$ cat src/rtl/core/assert_macros.svh
// assertion helpers for the segmentation engine rtl
// expects clk and rst_n in the scope of the use
`ifndef ASSERT_MACROS_SVH
`define ASSERT_MACROS_SVH

// clocked check, quiet while reset is held
`define GSUF_ASSERT(lbl, prop, msg) \
  lbl: assert property (@(posedge clk) disable iff (!rst_n) prop) else $error(msg);

// clocked check that holds through reset as well
`define GSUF_ASSERT_ALWAYS(lbl, prop, msg) \
  lbl: assert property (@(posedge clk) prop) else $error(msg);

`endif

$ cat src/rtl/core/gsuf_pkg.sv
// shared types and constants of the union-find segmentation engine
// used by gsuf_div and graph_segmentation_union_find
`default_nettype none
package gsuf_pkg;
  localparam int unsigned NUM_VERTICES = 65536;
  localparam int unsigned VTX_W = 16;
  localparam int unsigned CNT_W = 17;
  localparam int unsigned RANK_W = 5;
  localparam int unsigned SIZE_W = 17;
  localparam int unsigned THR_W = 24;
  localparam int unsigned LBL_W = 17;
  localparam int unsigned WGT_W = 17;
  localparam int unsigned ADDR_W = 3;
  localparam int unsigned DATA_W = 32;

  localparam logic [CNT_W-1:0] NUM_V_CNT = CNT_W'(NUM_VERTICES);
  localparam logic [VTX_W-1:0] CLR_LAST = VTX_W'(NUM_VERTICES - 1);
  localparam logic [SIZE_W-1:0] SIZE_MAX = '1;
  localparam logic [RANK_W-1:0] RANK_MAX = '1;
  localparam logic [THR_W-1:0] THR_MAX = '1;
  localparam logic [LBL_W-1:0] LBL_MAX = '1;
  localparam logic [THR_W-1:0] K_RESET = 24'd128000;
  localparam logic [SIZE_W-1:0] MIN_RESET = 17'd20;

  // register index, taken from paddr bit 2
  localparam logic REG_K = 1'b0;
  localparam logic REG_MIN = 1'b1;

  typedef enum logic [1:0] {
    CMD_THR    = 2'd0,
    CMD_SMALL  = 2'd1,
    CMD_LABEL  = 2'd2,
    CMD_REINIT = 2'd3
  } cmd_t;

  typedef struct packed {
    logic [VTX_W-1:0]  parent;
    logic [RANK_W-1:0] rank;
    logic [SIZE_W-1:0] size;
    logic [THR_W-1:0]  thr;
    logic              lvalid;
    logic [LBL_W-1:0]  label;
  } vtx_ent_t;
endpackage
`default_nettype wire

$ cat src/rtl/core/gsuf_div.sv
// restoring divider, one quotient bit per cycle: threshold constant over size
// depends on gsuf_pkg
`default_nettype none
module gsuf_div (
  input  logic                        clk,
  input  logic                        rst_n,
  input  logic                        start,
  input  logic [gsuf_pkg::THR_W-1:0]  dividend,
  input  logic [gsuf_pkg::SIZE_W-1:0] divisor,
  output logic                        done,
  output logic [gsuf_pkg::THR_W-1:0]  quotient
);
  import gsuf_pkg::*;

  localparam int unsigned CW = $clog2(THR_W);
  localparam logic [CW-1:0] LAST = CW'(THR_W - 1);

  logic              busy_r, busy_nxt;
  logic              done_r, done_nxt;
  logic [CW-1:0]     cnt_r, cnt_nxt;
  logic [THR_W-1:0]  quo_r, quo_nxt;
  logic [SIZE_W-1:0] rem_r, rem_nxt;
  logic [SIZE_W-1:0] dsr_r, dsr_nxt;
  logic [SIZE_W:0]   rem_sh;
  logic              ge;

  always_comb begin
    busy_nxt = busy_r;
    done_nxt = 1'b0;
    cnt_nxt  = cnt_r;
    quo_nxt  = quo_r;
    rem_nxt  = rem_r;
    dsr_nxt  = dsr_r;
    rem_sh   = {rem_r, quo_r[THR_W-1]};
    ge       = rem_sh >= {1'b0, dsr_r};
    if (start) begin
      busy_nxt = 1'b1;
      cnt_nxt  = '0;
      quo_nxt  = dividend;
      rem_nxt  = '0;
      dsr_nxt  = divisor;
    end else if (busy_r) begin
      // remainder stays below the divisor, so it fits in SIZE_W bits
      rem_nxt = ge ? SIZE_W'(rem_sh - {1'b0, dsr_r}) : rem_sh[SIZE_W-1:0];
      quo_nxt = {quo_r[THR_W-2:0], ge};
      cnt_nxt = cnt_r + 1'b1;
      if (cnt_r == LAST) begin
        busy_nxt = 1'b0;
        done_nxt = 1'b1;
      end
    end
  end

  always_ff @(posedge clk) begin
    if (!rst_n) begin
      busy_r <= 1'b0;
      done_r <= 1'b0;
      cnt_r  <= '0;
    end else begin
      busy_r <= busy_nxt;
      done_r <= done_nxt;
      cnt_r  <= cnt_nxt;
    end
  end

  always_ff @(posedge clk) begin
    quo_r <= quo_nxt;
    rem_r <= rem_nxt;
    dsr_r <= dsr_nxt;
  end

  assign done     = done_r;
  assign quotient = quo_r;
endmodule
`default_nettype wire

$ cat config.mk
export PLATFORM = sky130hd
export DESIGN_NAME = gsuf_div
export DESIGN_NICKNAME = d
export VERILOG_FILES = /design/src/rtl/core/assert_macros.svh /design/src/rtl/core/gsuf_pkg.sv /design/src/rtl/core/gsuf_div.sv
export SDC_FILE = /design/constraint.sdc
export NUM_CORES = 1
export LEC_CHECK = 0
export BUFFER_PORTS_ARGS = -buffer_cell sky130_fd_sc_hd__buf_2
export CORE_ASPECT_RATIO = 1.1
export CORE_MARGIN = 3
export CORE_UTILIZATION = 55
export DETAILED_ROUTE_END_ITERATION = 8
export HOLD_SLACK_MARGIN = 0.03
export MAX_ROUTING_LAYER = met4
export PLACE_DENSITY = 0.92
export SLEW_MARGIN = 20
export SYNTH_ARGS = -nofsm -noshare
export SYNTH_HDL_FRONTEND = slang
export SYNTH_SLANG_ARGS = --single-unit
$ cat constraint.sdc
create_clock -name clk -period 4.4 [get_ports clk]
set_clock_uncertainty 0.15 [all_clocks]
set_input_delay 0.44 -clock clk [delete_from_list [all_inputs] [get_ports clk]]
set_output_delay 0.44 -clock clk [all_outputs]
set_load 0.01 [all_outputs]
==> results of run 1 <==
[final cells by class]
type,count,area [um2]
Inverter,23,86.3
Multi-Input combinational cell,199,1540
Clock buffer,10,149
Clock inverter,6,113
Timing Repair Buffer,71,363
Fill cell,412,1820
Sequential cell,65,1710
Tap cell,77,96.3
[flip-flops by register name, indices dropped and copies added, names as in the netlist]
name      cells
quotient     24
dsr_r        17
rem_r        17
cnt_r         5
busy_r        1
done          1
[report_power, final]
| group | switching (uW) | internal (uW) |
|---|---|---|
| Sequential | 22.8 | 699 |
| Combinational | 140 | 107 |
| Clock | 242 | 411 |
[metal layers]
metal | track usage | vias to the layer above
met3 | 0.0692 | 30
met2 | 0.427 | 124
li1 | - | 1251
met4 | 0.141 | 0
met5 | - | -
met1 | 0.267 | 1263
[cells by family (layout without fill, tap and decap cells)]
family,Yosys count,after routing,share of synthesized area
compound gates,67,67,0.138
flops,65,65,0.500
simple gates,63,63,0.0918
buf+inv,36,110,0.0490
mux,34,34,0.108
fa+ha+maj,19,19,0.0717
xor+xnor,16,16,0.0410
[stage by stage]
stage	cells	area, um2	total power, uW
3_5_place_dp	435	3800	972
2_1_floorplan	300	3420	889
4_1_cts	451	4060	1630
3_3_place_gp	435	3800	958
6_report	451	4060	1620
5_1_grt	451	4060	1680
[critical path, cell delays in order (launching register included)]
cell and delay (ns):
edfxtp_1 0.41, inv_1 0.08, ha_1 0.15, inv_1 0.05, fa_1 0.41, a21o_1 0.22, a221oi_2 0.41, o21bai_2 0.14
nor2_1 0.13, o31a_1 0.37, buf_4 0.33, mux2i_1 0.23, a211oi_1 0.09
[cells in the final DEF, fill, tap and decap left out, drive strengths merged, types with 5 or more instances in the layout]
| master | synthesis | routed |
|---|---|---|
| a21oi | 12 | 12 |
| a211oi | 9 | 9 |
| inv | 23 | 23 |
| edfxtp | 41 | 41 |
| nand4 | 5 | 5 |
| buf | 6 | 71 |
| clkbuf | 7 | 10 |
| mux2 | 24 | 24 |
| ha | 18 | 18 |
| a21o | 6 | 6 |
| nand2 | 17 | 17 |
| dfxtp | 24 | 24 |
| xor2 | 10 | 10 |
| a32oi | 8 | 8 |
| nand2b | 6 | 6 |
| o21ai | 14 | 14 |
| mux2i | 10 | 10 |
| xnor2 | 6 | 6 |
| nor2 | 19 | 19 |
[worst max path at each step]
stage | slack (ns) | cells past startpoint | to | from
floorplan | 1.61 | 12 | quotient[0] | quotient[23]
global placement | 1.29 | 12 | rem_r[6] | quotient[23]
detailed placement | 1.15 | 12 | rem_r[6] | quotient[23]
CTS | 1.09 | 12 | rem_r[6] | quotient[23]
global route | 0.92 | 12 | rem_r[7] | quotient[23]
finish | 1.07 | 12 | rem_r[6] | quotient[23]
==> flow_summary.toml, run 1 <==
[finish]
drive_above_1_share = 0.316
syn_to_final_growth_pct = 18.7
nNetsFinal = 432
final_util = 0.691
antenna-diode-count = 0

[setup_path]
critPathCaptureType = "register"
r2r_cells = 12
path_class = "register to register"
rr_startpoint = "quotient[23]"
crit_arrival_ns = 3.38
setup.worst_path.start_class = "register"
regToRegEndpoint = "rem_r[6]"
path_max_fanout = 19
ff2ff_setup_slack_ns = 1.07
worst_ep_required_time_ns = 4.45

[timing]
worstMarginPinSlew_ns = 0.931
slew_headroom = 0.379
min_period_ns = 3.33
tns_ns = 0
fmax_ghz = 0.301
grt_setup_unrepaired = "no"
finalSetupViolCount = 0
slew_viol_final = 0
finalHoldViolCount = 0
period_share = 0.756
setup_ws_ns = 1.07
holdWs_ns = 0.107

[flow_run]
max_cap_violations = 0

[drt]
m1WireLength_um = 3130
drtIter0Drc = 211
highest_layer = "met4"
ant_nets = 0
wl_um = 8060
dr_wl_met2_um = 4070
vias = 2668
drc_errors = 0
drtPass1Iterations = 4
met3_length_um = 566
vias_per_cell = 5.92
wl_per_cell_um = 17.9

[place]
preCtsSetupSlack_ns = 1.15
place_hpwl_um = 5460
gp_congestion = 0.929
io_buffers = 68

[clocking]
ctsLongestPathBuffers = 2
post-cts-setup-buffers = 0
cts_resized = 0
clkSlewWorstSetupHoldPaths_ns = 0.08
holdBufCountCts = 0
cts_buffers = 9
cts_tree = "yes"
worstSkewPairLatency_ns = 0.35
clock-sinks = 65
ctsRootBufferMaster = "clkbuf_8"
h-tree-depth = 3

[global_routing]
grt_pass1_vias = 2830
grt_max_degree = 53
grt_first_pass_wirelength_um = 13200
antenna_found_initial = 0
overflow = 0
grtUsageTotal = 0.253

[min_path]
min_to = "dsr_r[5]"
whs_path_depth = 1
holdCritPathClass = "primary input to register"
hold_start = "divisor[5]"

[floorplan]
core_area_um2 = 5880
start_util = 0.582
die_x_um = 81.2
dieArea_um2 = 7200
num_rows = 29
pin_count = 69
die_h_um = 88.7

[synthesis]
synth-edff-count = 41
ys_async_sr_fraction = 0
postSynthCellCount = 300
syn_area_um2 = 3420
yosysWarnings = 0
ys_top_cells_by_count = "edfxtp_1 (41), dfxtp_1 (24), mux2_2 (24)"
synthesis.nets = 363
synth_top_area_frac = 0.360
syn_area_per_cell_um2 = 11.4
yosysMostFrequentCell = "edfxtp_1"
synthTopCellsByArea = "edfxtp_1 (36%), dfxtp_1 (14%), mux2_2 (7.9%)"
ys_seq_area_frac = 0.500
ys_ff_latch = 65
synth_ff_type = "edfxtp_1"
yosysUniqueCellTypes = 51
yosysTopAreaCell = "edfxtp_1"

[power]
powerDensity_nw_per_um2 = 400
vdd.ir_drop.worst_v = 0.000308
p_leak_uw = 0.00179

[outcome]
status = "finished clean"
Note: power is estimated with default switching activity, not from simulation.
==> inputs of run 2 (changes only) <==
--- a/config.mk
+++ b/config.mk
@@ -5,14 +5,15 @@
 export SDC_FILE = /design/constraint.sdc
 export NUM_CORES = 1
 export LEC_CHECK = 0
+export ABC_AREA = 1
 export BUFFER_PORTS_ARGS = -buffer_cell sky130_fd_sc_hd__buf_2
 export CORE_ASPECT_RATIO = 1.1
 export CORE_MARGIN = 3
-export CORE_UTILIZATION = 55
+export CORE_UTILIZATION = 51
 export DETAILED_ROUTE_END_ITERATION = 8
 export HOLD_SLACK_MARGIN = 0.03
 export MAX_ROUTING_LAYER = met4
-export PLACE_DENSITY = 0.92
+export PLACE_DENSITY = 0.89
 export SLEW_MARGIN = 20
 export SYNTH_ARGS = -nofsm -noshare
 export SYNTH_HDL_FRONTEND = slang
==> constraint.sdc (replaced) <==
create_clock -name clk -period 3 [get_ports clk]
set_clock_uncertainty 0.15 [all_clocks]
set_input_delay 0.3 -clock clk [delete_from_list [all_inputs] [get_ports clk]]
set_output_delay 0.3 -clock clk [all_outputs]
set_load 0.01 [all_outputs]
==> flow_summary.toml, run 2 <==
[timing]
setup_ws_ns = 0.522
period_share = 0.826
slew_headroom = 0.302
fmax_ghz = 0.404
slew_viol_final = 0
finalSetupViolCount = 0
worstMarginPinSlew_ns = 1.04
tns_ns = 0
grt_setup_unrepaired = "no"
finalHoldViolCount = 0
min_period_ns = 2.48

[synthesis]
yosysTopAreaCell = "edfxtp_1"
yosys.area_share.adder = 0.0631
synth_top_family_by_area = "simple AND/OR/NAND/NOR gates"
synth-xor-area-share = 0.0158
ys_async_sr_fraction = 0
syn_area_per_cell_um2 = 7.51
syn_area_um2 = 3890
ys_top_cells_by_count = "nand2_1 (207), inv_1 (84), edfxtp_1 (41), nand3_1 (41), dfxtp_1 (24)"
synth_top_area_frac = 0.317
ys_ff_latch = 65
yosys.area_share.simple = 0.337
postSynthCellCount = 518
synthTopCellsByArea = "edfxtp_1 (32%), nand2_1 (20%), dfxtp_1 (12%)"
synth_compound_area_frac = 0.0341
synth_ff_type = "edfxtp_1"
synth-edff-count = 41
yosysUniqueCellTypes = 32
synthesis.nets = 581
muxShareOfSynthArea = 0
ys_seq_area_frac = 0.440
yosysWarnings = 0
yosysMostFrequentCell = "nand2_1"

[outcome]
status = "finished clean"

[setup_path]
crit_buf_inv = 2
path_class = "register to register"
worst_ep_required_time_ns = 3.13
path_max_fanout = 16
critPathCaptureType = "register"
slowest_stage = "fa_1"
regToRegEndpoint = "rem_r[0]"
cp_common_cell = "nand3_1"
r2r_cells = 11
ff2ff_setup_slack_ns = 0.52
setup.worst_path.start_class = "register"
slowest_delay_ns = 0.43
crit_chain = "inv_1, ha_1, inv_1, fa_1, nand3_1, nand3_1, nand2_2, nand2_2, nand2_1, nand3_1, o21ai_0"
rr_startpoint = "quotient[23]"
crit_arrival_ns = 2.61
crit_family = "simple AND/OR/NAND/NOR gates"

[drt]
drc_errors = 0
drtIter0Drc = 271
wl_um = 9260
drtPass1Iterations = 5
wl_per_cell_um = 13.3
vias_per_cell = 5.17
ant_nets = 0
vias = 3612

[finish]
mostFrequentLayoutCell = "nand2_1"
mostFrequentLayoutCells = "nand2_1 (207), inv_1 (84), buf_2 (68)"
regArea_um2 = 1710
syn_to_final_growth_pct = 19.4
fill_cells = 603
antenna-diode-count = 0
drive_above_1_share = 0.173
largest_reg_flops = 24
multiInputGateArea_um2 = 1750
nNetsFinal = 671
final_area_um2 = 4640

[global_routing]
grt_max_degree = 42
overflow = 0
grtUsageTotal = 0.238
grt_pass1_vias = 3592
grt_first_pass_wirelength_um = 15800
antenna_found_initial = 0

[min_path]
hold_start = "dividend[7]"
holdCritPathClass = "primary input to register"
min_to = "quotient[7]"
whs_path_depth = 3

[clocking]
ctsRootBufferMaster = "clkbuf_8"
cts_tree = "yes"
h-tree-depth = 3
ctsLongestPathBuffers = 2
post-cts-setup-buffers = 0
clock-sinks = 65
worstSkewPairLatency_ns = 0.35
clkSlewWorstSetupHoldPaths_ns = 0.07
cts_buffers = 9

[place]
gp_congestion = 0.971
place_area_um2 = 4270
place_hpwl_um = 6860
io_buffers = 68
preCtsSetupSlack_ns = 0.598

[power]
vdd.ir_drop.worst_v = 0.000345
powerDensity_nw_per_um2 = 449
p_leak_uw = 0.00244

[flow_run]
max_cap_violations = 0

[floorplan]
pin_count = 69
start_util = 0.540
die_h_um = 97.6
dieArea_um2 = 8710
core_area_um2 = 7210
num_rows = 32
die_x_um = 89.3
-- run 2: what timing repair did --
action                    CTS  global route
gates resized for setup     0             0
hold endpoints to repair   18             0
hold buffers               18             0
-- run 2: cells by family (layout without fill, tap and decap cells) --
group / Yosys count / in the layout
adders and majority gates: 19 / 19
AOI/OAI and AO/OA: 24 / 24
and+or+nand+nor: 305 / 305
DFF: 65 / 65
buffers and inverters: 98 / 193
xor gates and xnor gates: 7 / 7
-- run 2: tightest hold or removal path, stage by stage --
cell and delay, ns:
buf_2 0.07, nand2_1 0.04, nand2_1 0.05
-- run 2: final cells by class --
class                      instances  area share
clock buffer                      11      0.0283
clock inverter                     5      0.0137
inverter                          86      0.0695
multi-input combinational        355       0.377
sequential                        65       0.369
tap                               85      0.0229
timing repair buffer              91       0.120
-- run 2: power breakdown --
part	switching [uW]	internal, uW	leakage (uW)	total (uW)
logic	179	120	0.00174	298
clock network	352	390	0.0000941	741
registers	27.4	1020	0.000607	1040
-- run 2: worst max-delay path by stage --
stage,startpoint,endpoint,slack [ns],depth (start not counted)
after floorplan,quotient[23],quotient[0],0.85,10
after global placement,quotient[23],rem_r[4],0.70,11
after detailed placement,quotient[23],rem_r[0],0.60,11
after CTS,quotient[23],rem_r[0],0.57,11
after global routing,quotient[23],rem_r[0],0.31,11
final,quotient[23],rem_r[0],0.52,11
-- run 2: per-layer routing --
metal,vias to the layer above,wire [um],track usage
met1,1606,3850,0.291
met4,0,306,0.120
met2,167,4400,0.364
met5,-,0,-
met3,28,704,0.0543
li1,1811,-,-
-- run 2: through the flow --
stage | cells | total power (uW) | util | hold slack (ns)
floorplan | 518 | 1230 | - | 0.249
global placement | 664 | 1330 | 0.592 | 0.304
detailed placement | 664 | 1340 | 0.592 | 0.322
CTS | 698 | 2100 | 0.644 | 0.0429
global route | 698 | 2190 | 0.644 | 0.0569
finish | 698 | 2080 | 0.644 | 0.0656
==> inputs of run 3 (changes only) <==
--- a/config.mk
+++ b/config.mk
@@ -9,11 +9,11 @@
 export BUFFER_PORTS_ARGS = -buffer_cell sky130_fd_sc_hd__buf_2
 export CORE_ASPECT_RATIO = 1.1
 export CORE_MARGIN = 3
-export CORE_UTILIZATION = 51
+export CORE_UTILIZATION = 55
 export DETAILED_ROUTE_END_ITERATION = 8
 export HOLD_SLACK_MARGIN = 0.03
 export MAX_ROUTING_LAYER = met4
-export PLACE_DENSITY = 0.89
+export PLACE_DENSITY = 0.91
 export SLEW_MARGIN = 20
 export SYNTH_ARGS = -nofsm -noshare
 export SYNTH_HDL_FRONTEND = slang
==> constraint.sdc (replaced) <==
create_clock -name clk -period 2.6 [get_ports clk]
set_clock_uncertainty 0.15 [all_clocks]
set_input_delay 0.26 -clock clk [delete_from_list [all_inputs] [get_ports clk]]
set_output_delay 0.26 -clock clk [all_outputs]
set_load 0.01 [all_outputs]
==> flow_summary.toml, run 3 (same netlist as run 2, synthesis figures left out) <==
[outcome]
status = "finished clean"

[drt]
drtPass1Iterations = 5
ant_nets = 0
drc_errors = 0
wl_um = 10700
wl_per_cell_um = 15.0
vias = 3880
drtIter0Drc = 306
vias_per_cell = 5.43

[floorplan]
num_rows = 31
die_x_um = 86.2
die_h_um = 94.2
pin_count = 69
start_util = 0.580
core_area_um2 = 6710
dieArea_um2 = 8120

[setup_path]
worst_ep_required_time_ns = 2.69
crit_chain = "inv_1, ha_1, inv_1, fa_1, nand3_1, nand3_1, nand2_4, buf_4, nand3_1, nand2_1, inv_1, nand2_1, nand2_1"
slowest_stage = "fa_1"
slowest_delay_ns = 0.43
crit_buf_inv = 4
cp.depth = 13
crit_family = "simple AND/OR/NAND/NOR gates"
critPathCaptureType = "register"
setup.worst_path.start_class = "register"
crit_arrival_ns = 2.49
path_class = "register to register"
r2r_cells = 13
path_max_fanout = 11

[timing]
tns_ns = 0
worstMarginPinSlew_ns = 0.962
grt_setup_unrepaired = "no"
min_period_ns = 2.40
finalSetupViolCount = 0
slew_headroom = 0.356
slew_viol_final = 0
fmax_ghz = 0.416
finalHoldViolCount = 0
period_share = 0.924

[finish]
largest_reg_flops = 24
drive_above_1_share = 0.169
syn_to_final_growth_pct = 24.6
nNetsFinal = 690
antenna-diode-count = 0
mostFrequentLayoutCells = "nand2_1 (207), inv_1 (84), buf_2 (68)"
mostFrequentLayoutCell = "nand2_1"

[power]
vdd.ir_drop.worst_v = 0.000393
total_power_uw = 2540
p_leak_uw = 0.00255
powerDensity_nw_per_um2 = 525

[clocking]
clkSlewWorstSetupHoldPaths_ns = 0.08
ctsRootBufferMaster = "clkbuf_8"
clock-sinks = 65
h-tree-depth = 3
worstSkewPairLatency_ns = 0.36
post-cts-setup-buffers = 0
cts_tree = "yes"
ctsLongestPathBuffers = 2
cts_buffers = 9

[global_routing]
grt_pass1_vias = 3963
grtUsageTotal = 0.292
antenna_found_initial = 0
overflow = 0
grt_max_degree = 43
grt_first_pass_wirelength_um = 17800

[min_path]
whs_path_depth = 3
holdCritPathClass = "primary input to register"

[flow_run]
max_cap_violations = 0

[place]
io_buffers = 68
gp_congestion = 0.982
place_hpwl_um = 7080
-- run 3: final timing paths --
kind / startpoint / end / slack, ns
worst max-delay path: quotient[23] / rem_r[15] / 0.20
worst min register to register: rem_r[11] / rem_r[11] / 0.33
worst max register to register: quotient[23] / rem_r[15] / 0.20
worst min-delay path: dividend[2] / quotient[2] / 0.04
-- run 3: what timing repair did --
| item | CTS | global route |
|---|---|---|
| endpoints found under the setup margin | 0 | 1 |
| hold buffers | 35 | 0 |
| hold endpoints to repair | 35 | 0 |
| gates resized for setup | 0 | 1 |
-- run 3: cell type report --
type,count,area (um2)
repair buffers,110,743
well taps,82,103
clock inverters,6,83.8
flip-flops and latches,65,1710
clock buffers,10,128
fillers,481,1860
inverters,86,323
multi-input cells,355,1750
-- run 3: worst register-to-register path, stage by stage (launching register included) --
cell	delay, ns
edfxtp_1	0.37
inv_1	0.09
ha_1	0.19
inv_1	0.09
fa_1	0.43
nand3_1	0.13
nand3_1	0.14
nand2_4	0.16
buf_4	0.20
nand3_1	0.09
nand2_1	0.09
inv_1	0.04
nand2_1	0.07
nand2_1	0.06
-- run 3: report_power, final --
| part | internal [uW] | switching, uW | leakage [uW] |
|---|---|---|---|
| Combinational | 157 | 225 | 0.00184 |
| Clock | 535 | 417 | 0.000102 |
| Sequential | 1170 | 35.9 | 0.000607 |
| Total | 1870 | 677 | 0.00255 |
-- run 3: layer usage --
| layer | track usage | vias to the layer above | part of all wire |
|---|---|---|---|
| met3 | 0.0632 | 53 | 0.087 |
| met2 | 0.481 | 233 | 0.47 |
| met1 | 0.326 | 1748 | 0.39 |
| met4 | 0.169 | 0 | 0.053 |
| met5 | - | - | 0 |
| li1 | - | 1846 | - |
-- run 3: per-stage QoR --
step / cells / instance area [um2] / worst slack [ns] / util / hold WS, ns
floorplan: 518 / 3890 / 0.447 / - / 0.209
global route: 714 / 4850 / 0.0158 / 0.722 / 0.0555
detailed placement: 663 / 4280 / 0.197 / 0.638 / 0.288
finish: 714 / 4850 / 0.198 / 0.722 / 0.0402
CTS: 714 / 4840 / 0.191 / 0.721 / 0.0324
global placement: 663 / 4280 / 0.357 / 0.638 / 0.286
